[src/hdl/analog_report_qualifier_core_defines.svh]
// ---------------------------------------------------------------------------
// Analog report qualifier assertion macros
// Shared concurrent assertion forms, clocked on clk_i and held off in reset.
// ---------------------------------------------------------------------------
`ifndef ANALOG_REPORT_QUALIFIER_CORE_DEFINES_SVH
`define ANALOG_REPORT_QUALIFIER_CORE_DEFINES_SVH

// Property that must hold at every clock edge outside reset.
`define ARQ_ASSERT(lbl, prop, msg) \
  lbl: assert property (@(posedge clk_i) disable iff (!rst_ni) (prop)) else $error(msg);

// Implication checked in the cycle after the antecedent.
`define ARQ_ASSERT_NEXT(lbl, ante, cons, msg) \
  lbl: assert property (@(posedge clk_i) disable iff (!rst_ni) (ante) |=> (cons)) \
    else $error(msg);

`endif

[src/hdl/arq_pkg.sv]
// ---------------------------------------------------------------------------
// Analog report qualifier package
// Widths, register indexes, mode codes and reset values of the qualifier.
// ---------------------------------------------------------------------------
package arq_pkg;

  localparam int unsigned SampleW  = 10;
  localparam int unsigned ThreshW  = 10;
  localparam int unsigned PeriodW  = 16;
  localparam int unsigned ModeW    = 2;
  localparam int unsigned GainW    = 16;
  localparam int unsigned ScaleW   = 5;
  localparam int unsigned ChanW    = 2;
  localparam int unsigned VoltW    = 16;
  localparam int unsigned CfgIdxW  = 3;
  localparam int unsigned CfgDataW = 16;
  localparam int unsigned InDataW  = 16;
  localparam int unsigned OutDataW = 24;

  // Count added to the period counter on every measure tick.
  localparam logic [PeriodW-1:0] PollStep = PeriodW'(100);

  // Shift offset subtracted from the gain scale.
  localparam logic [ScaleW-1:0] ScaleBias = ScaleW'(6);

  // Configuration register indexes.
  localparam logic [CfgIdxW-1:0] RegLowThresh  = 3'd0;
  localparam logic [CfgIdxW-1:0] RegHighThresh = 3'd1;
  localparam logic [CfgIdxW-1:0] RegPeriod     = 3'd2;
  localparam logic [CfgIdxW-1:0] RegMode       = 3'd3;
  localparam logic [CfgIdxW-1:0] RegGain       = 3'd4;
  localparam logic [CfgIdxW-1:0] RegScale      = 3'd5;
  localparam logic [CfgIdxW-1:0] RegChannel    = 3'd6;

  // Operating modes; the remaining code behaves as disabled.
  localparam logic [ModeW-1:0] ModeMeasure  = 2'd0;
  localparam logic [ModeW-1:0] ModeDigital  = 2'd1;
  localparam logic [ModeW-1:0] ModeDisabled = 2'd2;

  // Result kinds.
  localparam logic KindVoltage = 1'b0;
  localparam logic KindPin     = 1'b1;

  // Register reset values.
  localparam logic [ThreshW-1:0] LowThreshRst  = ThreshW'(50);
  localparam logic [ThreshW-1:0] HighThreshRst = ThreshW'(100);
  localparam logic [PeriodW-1:0] PeriodRst     = PeriodW'(5000);
  localparam logic [GainW-1:0]   GainRst       = GainW'(1);
  localparam logic [ScaleW-1:0]  ScaleRst      = ScaleW'(10);

endpackage

[src/hdl/analog_report_qualifier_core.sv]
// ---------------------------------------------------------------------------
// Analog report qualifier core
// Send-on-delta voltage reporter and hysteresis pin comparator for one channel.
// ---------------------------------------------------------------------------
// One converter sample enters per word on the slave stream and yields zero or
// one report word on the master stream. Each sample is captured in an input
// register and qualified by a single pass of logic (a 10x16 multiply, a
// shift, a difference compare and the period count) once the output register
// is free or being read; this pass writes the output register and the channel
// state together. A new sample is taken every cycle; the only thing that stops
// intake is an unread report in the output register, which offers report words
// on the master stream. Measure mode reports when the period count plus the
// poll step reaches the period or the sample moved by more than the low
// threshold; digital mode reports only pin transitions; the disabled mode and
// the remaining code drop samples. Configuration must be written only while
// the core is idle; the core itself does not enforce this.
module analog_report_qualifier_core (
  input  logic                          clk_i,
  input  logic                          rst_ni,
  // Configuration write port.
  input  logic                          cfg_we_i,
  input  logic [arq_pkg::CfgIdxW-1:0]   cfg_idx_i,
  input  logic [arq_pkg::CfgDataW-1:0]  cfg_data_i,
  // Sample stream. tdata: sample [9:0], zeros above.
  input  logic                          s_axis_tvalid_i,
  output logic                          s_axis_tready_o,
  input  logic [arq_pkg::InDataW-1:0]   s_axis_tdata_i,
  // Report stream. tdata: channel [1:0], scaled_voltage [17:2], pin_high [18],
  // zeros above. tuser: report_kind [0].
  output logic                          m_axis_tvalid_o,
  input  logic                          m_axis_tready_i,
  output logic [arq_pkg::OutDataW-1:0]  m_axis_tdata_o,
  output logic                          m_axis_tuser_o
);
  import arq_pkg::*;

  `include "analog_report_qualifier_core_defines.svh"

  // Configuration registers.
  logic [ThreshW-1:0] low_thresh_q, high_thresh_q;
  logic [PeriodW-1:0] period_q;
  logic [ModeW-1:0]   mode_q;
  logic [GainW-1:0]   gain_q;
  logic [ScaleW-1:0]  scale_q;
  logic [ChanW-1:0]   chan_cfg_q;

  always_ff @(posedge clk_i or negedge rst_ni) begin
    if (!rst_ni) begin
      low_thresh_q  <= LowThreshRst;
      high_thresh_q <= HighThreshRst;
      period_q      <= PeriodRst;
      mode_q        <= ModeMeasure;
      gain_q        <= GainRst;
      scale_q       <= ScaleRst;
      chan_cfg_q    <= '0;
    end else if (cfg_we_i) begin
      case (cfg_idx_i)
        RegLowThresh:  low_thresh_q  <= cfg_data_i[ThreshW-1:0];
        RegHighThresh: high_thresh_q <= cfg_data_i[ThreshW-1:0];
        RegPeriod:     period_q      <= cfg_data_i[PeriodW-1:0];
        RegMode:       mode_q        <= cfg_data_i[ModeW-1:0];
        RegGain:       gain_q        <= cfg_data_i[GainW-1:0];
        RegScale:      scale_q       <= cfg_data_i[ScaleW-1:0];
        RegChannel:    chan_cfg_q    <= cfg_data_i[ChanW-1:0];
        default: ;
      endcase
    end
  end

  // Input register.
  logic               in_valid_q;
  logic [SampleW-1:0] sample_q;
  logic               advance;
  logic               out_valid_q;

  assign advance         = in_valid_q && (!out_valid_q || m_axis_tready_i);
  assign s_axis_tready_o = !in_valid_q || advance;

  always_ff @(posedge clk_i or negedge rst_ni) begin
    if (!rst_ni) begin
      in_valid_q <= 1'b0;
    end else if (s_axis_tready_o) begin
      in_valid_q <= s_axis_tvalid_i;
    end
  end

  always_ff @(posedge clk_i) begin
    if (s_axis_tvalid_i && s_axis_tready_o) begin
      sample_q <= s_axis_tdata_i[SampleW-1:0];
    end
  end

  // Qualification logic.
  logic [PeriodW-1:0] period_cnt_q, period_cnt_d;
  logic [SampleW-1:0] last_rep_q, last_rep_d;
  logic               pin_level_q, pin_level_d;

  logic [SampleW-1:0] diff;
  logic [PeriodW-1:0] cnt_inc;
  logic [VoltW-1:0]   prod;
  logic [ScaleW-1:0]  shamt;
  logic [VoltW-1:0]   volts;
  logic               meas_fire, rise, fall, fire;
  logic               kind_d, pin_d;
  logic [VoltW-1:0]   volts_d;

  always_comb begin
    diff      = (sample_q > last_rep_q) ? (sample_q - last_rep_q) : (last_rep_q - sample_q);
    cnt_inc   = period_cnt_q + PollStep;
    meas_fire = (cnt_inc >= period_q) || (diff > low_thresh_q);
    prod      = VoltW'(sample_q * gain_q);
    shamt     = (scale_q >= ScaleBias) ? (scale_q - ScaleBias) : '0;
    // A shift of the full width or more leaves nothing of the product.
    volts     = (shamt >= ScaleW'(VoltW)) ? '0 : (prod >> shamt);
    rise      = !pin_level_q && (sample_q > high_thresh_q);
    fall      = pin_level_q && (sample_q < low_thresh_q);

    period_cnt_d = period_cnt_q;
    last_rep_d   = last_rep_q;
    pin_level_d  = pin_level_q;
    fire         = 1'b0;
    kind_d       = KindVoltage;
    volts_d      = '0;
    pin_d        = 1'b0;

    case (mode_q)
      ModeMeasure: begin
        fire = meas_fire;
        if (meas_fire) begin
          period_cnt_d = '0;
          last_rep_d   = sample_q;
          volts_d      = volts;
        end else begin
          period_cnt_d = cnt_inc;
        end
      end
      ModeDigital: begin
        fire   = rise || fall;
        kind_d = KindPin;
        pin_d  = rise;
        if (rise || fall) begin
          pin_level_d = rise;
        end
      end
      default: ;
    endcase
  end

  always_ff @(posedge clk_i or negedge rst_ni) begin
    if (!rst_ni) begin
      period_cnt_q <= '0;
      last_rep_q   <= '0;
      pin_level_q  <= 1'b0;
    end else if (advance) begin
      period_cnt_q <= period_cnt_d;
      last_rep_q   <= last_rep_d;
      pin_level_q  <= pin_level_d;
    end
  end

  // Output register.
  logic               kind_q, pin_q;
  logic [ChanW-1:0]   chan_q;
  logic [VoltW-1:0]   volts_q;

  always_ff @(posedge clk_i or negedge rst_ni) begin
    if (!rst_ni) begin
      out_valid_q <= 1'b0;
    end else begin
      out_valid_q <= (out_valid_q && !m_axis_tready_i) || (advance && fire);
    end
  end

  always_ff @(posedge clk_i) begin
    if (advance && fire) begin
      kind_q  <= kind_d;
      chan_q  <= chan_cfg_q;
      volts_q <= volts_d;
      pin_q   <= pin_d;
    end
  end

  assign m_axis_tvalid_o = out_valid_q;
  assign m_axis_tuser_o  = kind_q;
  assign m_axis_tdata_o  = {(OutDataW - ChanW - VoltW - 1)'(0), pin_q, volts_q, chan_q};

  // Assertions.
  `ARQ_ASSERT(a_pin_only_digital, !(out_valid_q && kind_q == KindPin) || mode_q == ModeDigital,
    "pin status report outside digital mode")
  `ARQ_ASSERT(a_pin_tracks_level, !(out_valid_q && kind_q == KindPin) || pin_q == pin_level_q,
    "pin status report disagrees with pin level")
  `ARQ_ASSERT(a_voltage_pin_low, !(out_valid_q && kind_q == KindVoltage) || !pin_q,
    "voltage report carries a pin level")
  `ARQ_ASSERT_NEXT(a_report_clears_count, advance && fire && mode_q == ModeMeasure,
    period_cnt_q == '0, "period counter not cleared by a voltage report")
  `ARQ_ASSERT(a_no_overwrite, !(out_valid_q && !m_axis_tready_i) || !advance,
    "sample qualified while a report is stalled")

endmodule
[config.mk]
export PLATFORM = sky130hd
export DESIGN_NAME = analog_report_qualifier_core
export DESIGN_NICKNAME = d
export VERILOG_FILES = /design/src/hdl/arq_pkg.sv /design/src/hdl/analog_report_qualifier_core.sv
export VERILOG_INCLUDE_DIRS = /design/src /design/src/hdl
export SDC_FILE = /design/constraint.sdc
export NUM_CORES = 1
export LEC_CHECK = 0
export BUFFER_PORTS_ARGS = -buffer_cell sky130_fd_sc_hd__buf_2
export CAP_MARGIN = 10
export CELL_PAD_IN_SITES_DETAIL_PLACEMENT = 0
export CELL_PAD_IN_SITES_GLOBAL_PLACEMENT = 1
export CORE_ASPECT_RATIO = 0.6
export CORE_UTILIZATION = 45
export CTS_BUF_LIST = sky130_fd_sc_hd__clkbuf_4 sky130_fd_sc_hd__clkbuf_8
export CTS_CLUSTER_SIZE = 10
export DETAILED_ROUTE_END_ITERATION = 8
export PLACE_DENSITY_LB_ADDON = 0.1
export SYNTH_ARGS = -nofsm -noshare
export SYNTH_HDL_FRONTEND = slang
export SYNTH_SLANG_ARGS = --single-unit
[constraint.sdc]
create_clock -name clk_i -period 6.2 [get_ports clk_i]
set_input_delay 0.31 -clock clk_i [delete_from_list [all_inputs] [get_ports clk_i]]
set_output_delay 0.31 -clock clk_i [all_outputs]
set_load 0.02 [all_outputs]
==> flow_metrics.py <==
metrics = {
    "final_layout": {
        "fillerInstances": 2152,
        "drive_above_1_share_pct": 16.3,
        "instances_no_fill": 1520,
        "multi_input_area_um2": 6670,
        "area_delta_synth_final_pct": 11.9,
        "antenna_cells": 0,
        "nets": 1405,
        "seq_area_um2": 3120,
    },
    "hold_path": {
        "hold_class": "in2reg",
        "hp-start": "s_axis_tdata_i[6]",
        "worstHoldEndpoint": "sample_q[6]",
        "whs_path_depth": 1,
    },
    "synthesis": {
        "netlist_area_um2": 10500,
        "synth-main-ff-cell": "dfrtp_1",
        "async_reset_ff_share_pct": 74.6,
        "synth.distinct_cells": 63,
        "yosysSeqAreaShare_pct": 29.8,
        "ys_ff_latch": 118,
        "yosys_warnings": 0,
        "avgSynthCellArea_um2": 9.28,
        "synth_edf_count": 30,
        "synthCells": 1128,
    },
    "timing": {
        "fmax_ghz": 0.169,
        "fin_skew_ns": 0.0181,
        "finalHoldViolCount": 0,
        "worstMarginPinSlew_ns": 1.09,
        "drv_slew": 0,
        "fin_crit_ns": 5.93,
        "setup_viol_count_final": 0,
        "post-route-period-util_pct": 95.6,
        "slew_headroom_pct": 27.1,
    },
    "worst_setup_path": {
        "path_class": "reg2reg",
        "crit_path_end_kind": "flop",
        "arrival_ns": 6.13,
        "cp_max_fo": 13,
        "worstReg2RegStart": "sample_q[6]",
        "worstReg2RegEnd": "volts_q[1]",
        "startpoint_type": "flop",
        "crit_path_start": "sample_q[6]",
        "cp.required_ns": 6.41,
        "path_cells": "buf_4 > buf_4 > and2_1 > fa_1 > fa_1 > fa_1 > fa_1 > inv_1 > fa_1 > inv_1 > ha_1 > a211oi_2 > o21bai_2 > a221oi_1 > nand3_2 > mux2i_1 > nor2_1 > nor4_1 > a2111oi_2",
        "ff2ff_path_depth": 19,
        "max_stage_delay_ns": 0.55,
        "crit_top_cell": "fa_1",
        "r2r_setup_slack_ns": 0.27,
        "slowest_stage": "fa_1",
    },
    "drt": {
        "first_iter_violations": 560,
        "vias": 7922,
        "drt.antenna.violating_nets": 0,
        "post_drt_via_cell_ratio": 5.21,
        "first_pass_iters": 5,
        "avgRoutedWirePerCell_um": 18.1,
        "routed_wl_um": 27600,
        "drc": 0,
    },
    "clocking": {
        "cts_buffer_depth": 2,
        "clk_pin_slew_ns": 0.08,
        "cts_tree": "built",
        "numClockSinks": 118,
        "cts_buffers": 17,
        "cts-root-buf": "clkbuf_8",
        "h-tree-depth": 4,
        "clock_latency_ns": 0.47,
    },
    "global_route": {
        "grt.total_usage_pct": 24.7,
        "antenna_found_initial": 0,
        "grt_max_degree": 60,
        "grt_pass1_wl_um": 43900,
        "grt-ovfl-total": 0,
        "grt_pass1_vias": 7586,
    },
    "place": {
        "place_inst": 1483,
        "dp_hpwl_um": 21300,
        "io_buffers": 55,
        "gp_congestion": 0.857,
    },
    "floorplan": {
        "start_util_pct": 46.6,
        "core_um2": 22400,
        "die_area_um2": 23900,
        "rows": 42,
        "die_w_um": 199,
        "top_level_ports": 67,
        "die_height_um": 120,
    },
    "outcome": {
        "status": "finished, final reports clean",
    },
    "job": {
        "cap_violations": 0,
    },
}
## registers in the layout, indices dropped and copies added (netlist names)
register / cells
last_rep_q: 10
period_q: 16
pin_q: 1
chan_cfg_q: 2
sample_q: 10
chan_q: 2
pin_level_q: 1
mode_q: 2
m_axis_tvalid_o: 1
m_axis_tuser_o: 1
volts_q: 16
in_valid_q: 1
period_cnt_q: 14
gain_q: 16
low_thresh_q: 10
scale_q: 5
high_thresh_q: 10
## per-stage QoR
stage	hold WS, ns	worst slack [ns]	util [%]	instance area (um^2)	TNS [ns]
2_1_floorplan	0.0144	0.242	-	10500	0
3_3_place_gp	0.259	0.221	50.0	11200	0
3_5_place_dp	0.262	0.111	50.0	11200	0
4_1_cts	0.00313	0.0607	51.8	11600	0
5_1_grt	0.00474	-0.00134	52.2	11700	-0.00176
6_report	0.0355	0.275	52.2	11700	0
## critical path: cells and delay by family, from the launching register on
family | cells | cell delay, ns
mux | 1 | 0.24
fa+ha+maj | 6 | 2.97
flops | 1 | 0.38
simple gates | 4 | 0.83
buf+inv | 4 | 0.42
compound gates | 4 | 0.83
## Yosys cell counts, drive strengths merged (2+ instances only)
master     n  area (um^2)
a2111oi    4         41.3
a211oi     9         67.6
a21boi     3         22.5
a21o      20          150
a21oi     46          230
a221oi     3         26.3
a22oi      2         15.0
a311oi     2         23.8
a31oi      2         12.5
and2      66          413
and3       4         25.0
buf       16         95.1
clkbuf    34          128
dfrtp     74         1850
dfstp     14          368
edfxtp    30          901
fa        72         1440
ha        94         1180
inv      147          552
mux2      32          360
mux2i     20          200
nand2    150          566
nand2b    12         75.1
nand3     25          125
nand4      7         43.8
nand4b     4         35.0
nor2      25         93.8
nor2b     12         75.1
nor3      12         65.1
nor3b      3         22.5
nor4       5         31.3
o211a      2         20.0
o211ai     9         67.6
o21ai     96          480
o22ai      4         25.0
o311ai     6         67.6
o31ai      2         15.0
or2        2         12.5
xnor2     37          339
xor2       8         70.1
## cells in the final DEF (no fill, tap or decap), drive strengths merged, types with 14 or more instances in the layout
master and count:
nand2 150, inv 149, o21ai 96, ha 94
buf 94, dfrtp 74, fa 72, and2 66
a21oi 46, xnor2 37, mux2 32, edfxtp 30
nor2 25, nand3 25, a21o 20, mux2i 20
clkbuf 17, dfstp 14
## cell families (layout without fill, tap and decap cells)
group,Yosys count,in the layout,share of synthesized area (%)
compound gates,217,217,12.7
xor+xnor,46,46,4.14
fa+ha+maj,166,166,25.0
buf+inv,197,277,7.40
flops,118,118,29.8
mux,53,53,5.57
other cells,1,5,0.0358
simple gates,330,330,15.3
## worst max path at each step
stage                       endpoint  slack, ns
after detailed placement  volts_q[0]       0.11
after floorplan           volts_q[1]       0.24
after CTS                 volts_q[2]       0.06
after global routing      volts_q[3]     -0.001
after global placement    volts_q[4]       0.22
final                     volts_q[1]       0.27
## routing by layer
layer / track usage, % / wire, um
met1: 41.7 / 15800
met2: 31.3 / 10200
met3: 5.54 / 1410
met4: 3.61 / 125
met5: 0 / 0
## cell type report
class                      count  share of cell area [%]
multi-input combinational    817                    57.0
sequential                   118                    26.7
clock inverter                15                    1.11
inverter                     147                    4.71
timing repair buffer          98                    5.22
tap                          308                    3.29
clock buffer                  17                    2.00
## timing repair
| action | in CTS | in global routing |
|---|---|---|
| gates resized for setup | 0 | 16 |
| buffers inserted | 0 | 1 |
| hold buffers | 4 | 0 |
| hold endpoints to repair | 28 | 0 |
| endpoints found under the setup margin | 0 | 15 |
Power is left out: the tool's default activity adds up to more than one toggle a clock period on the data nets, which glitch-free logic cannot reach.
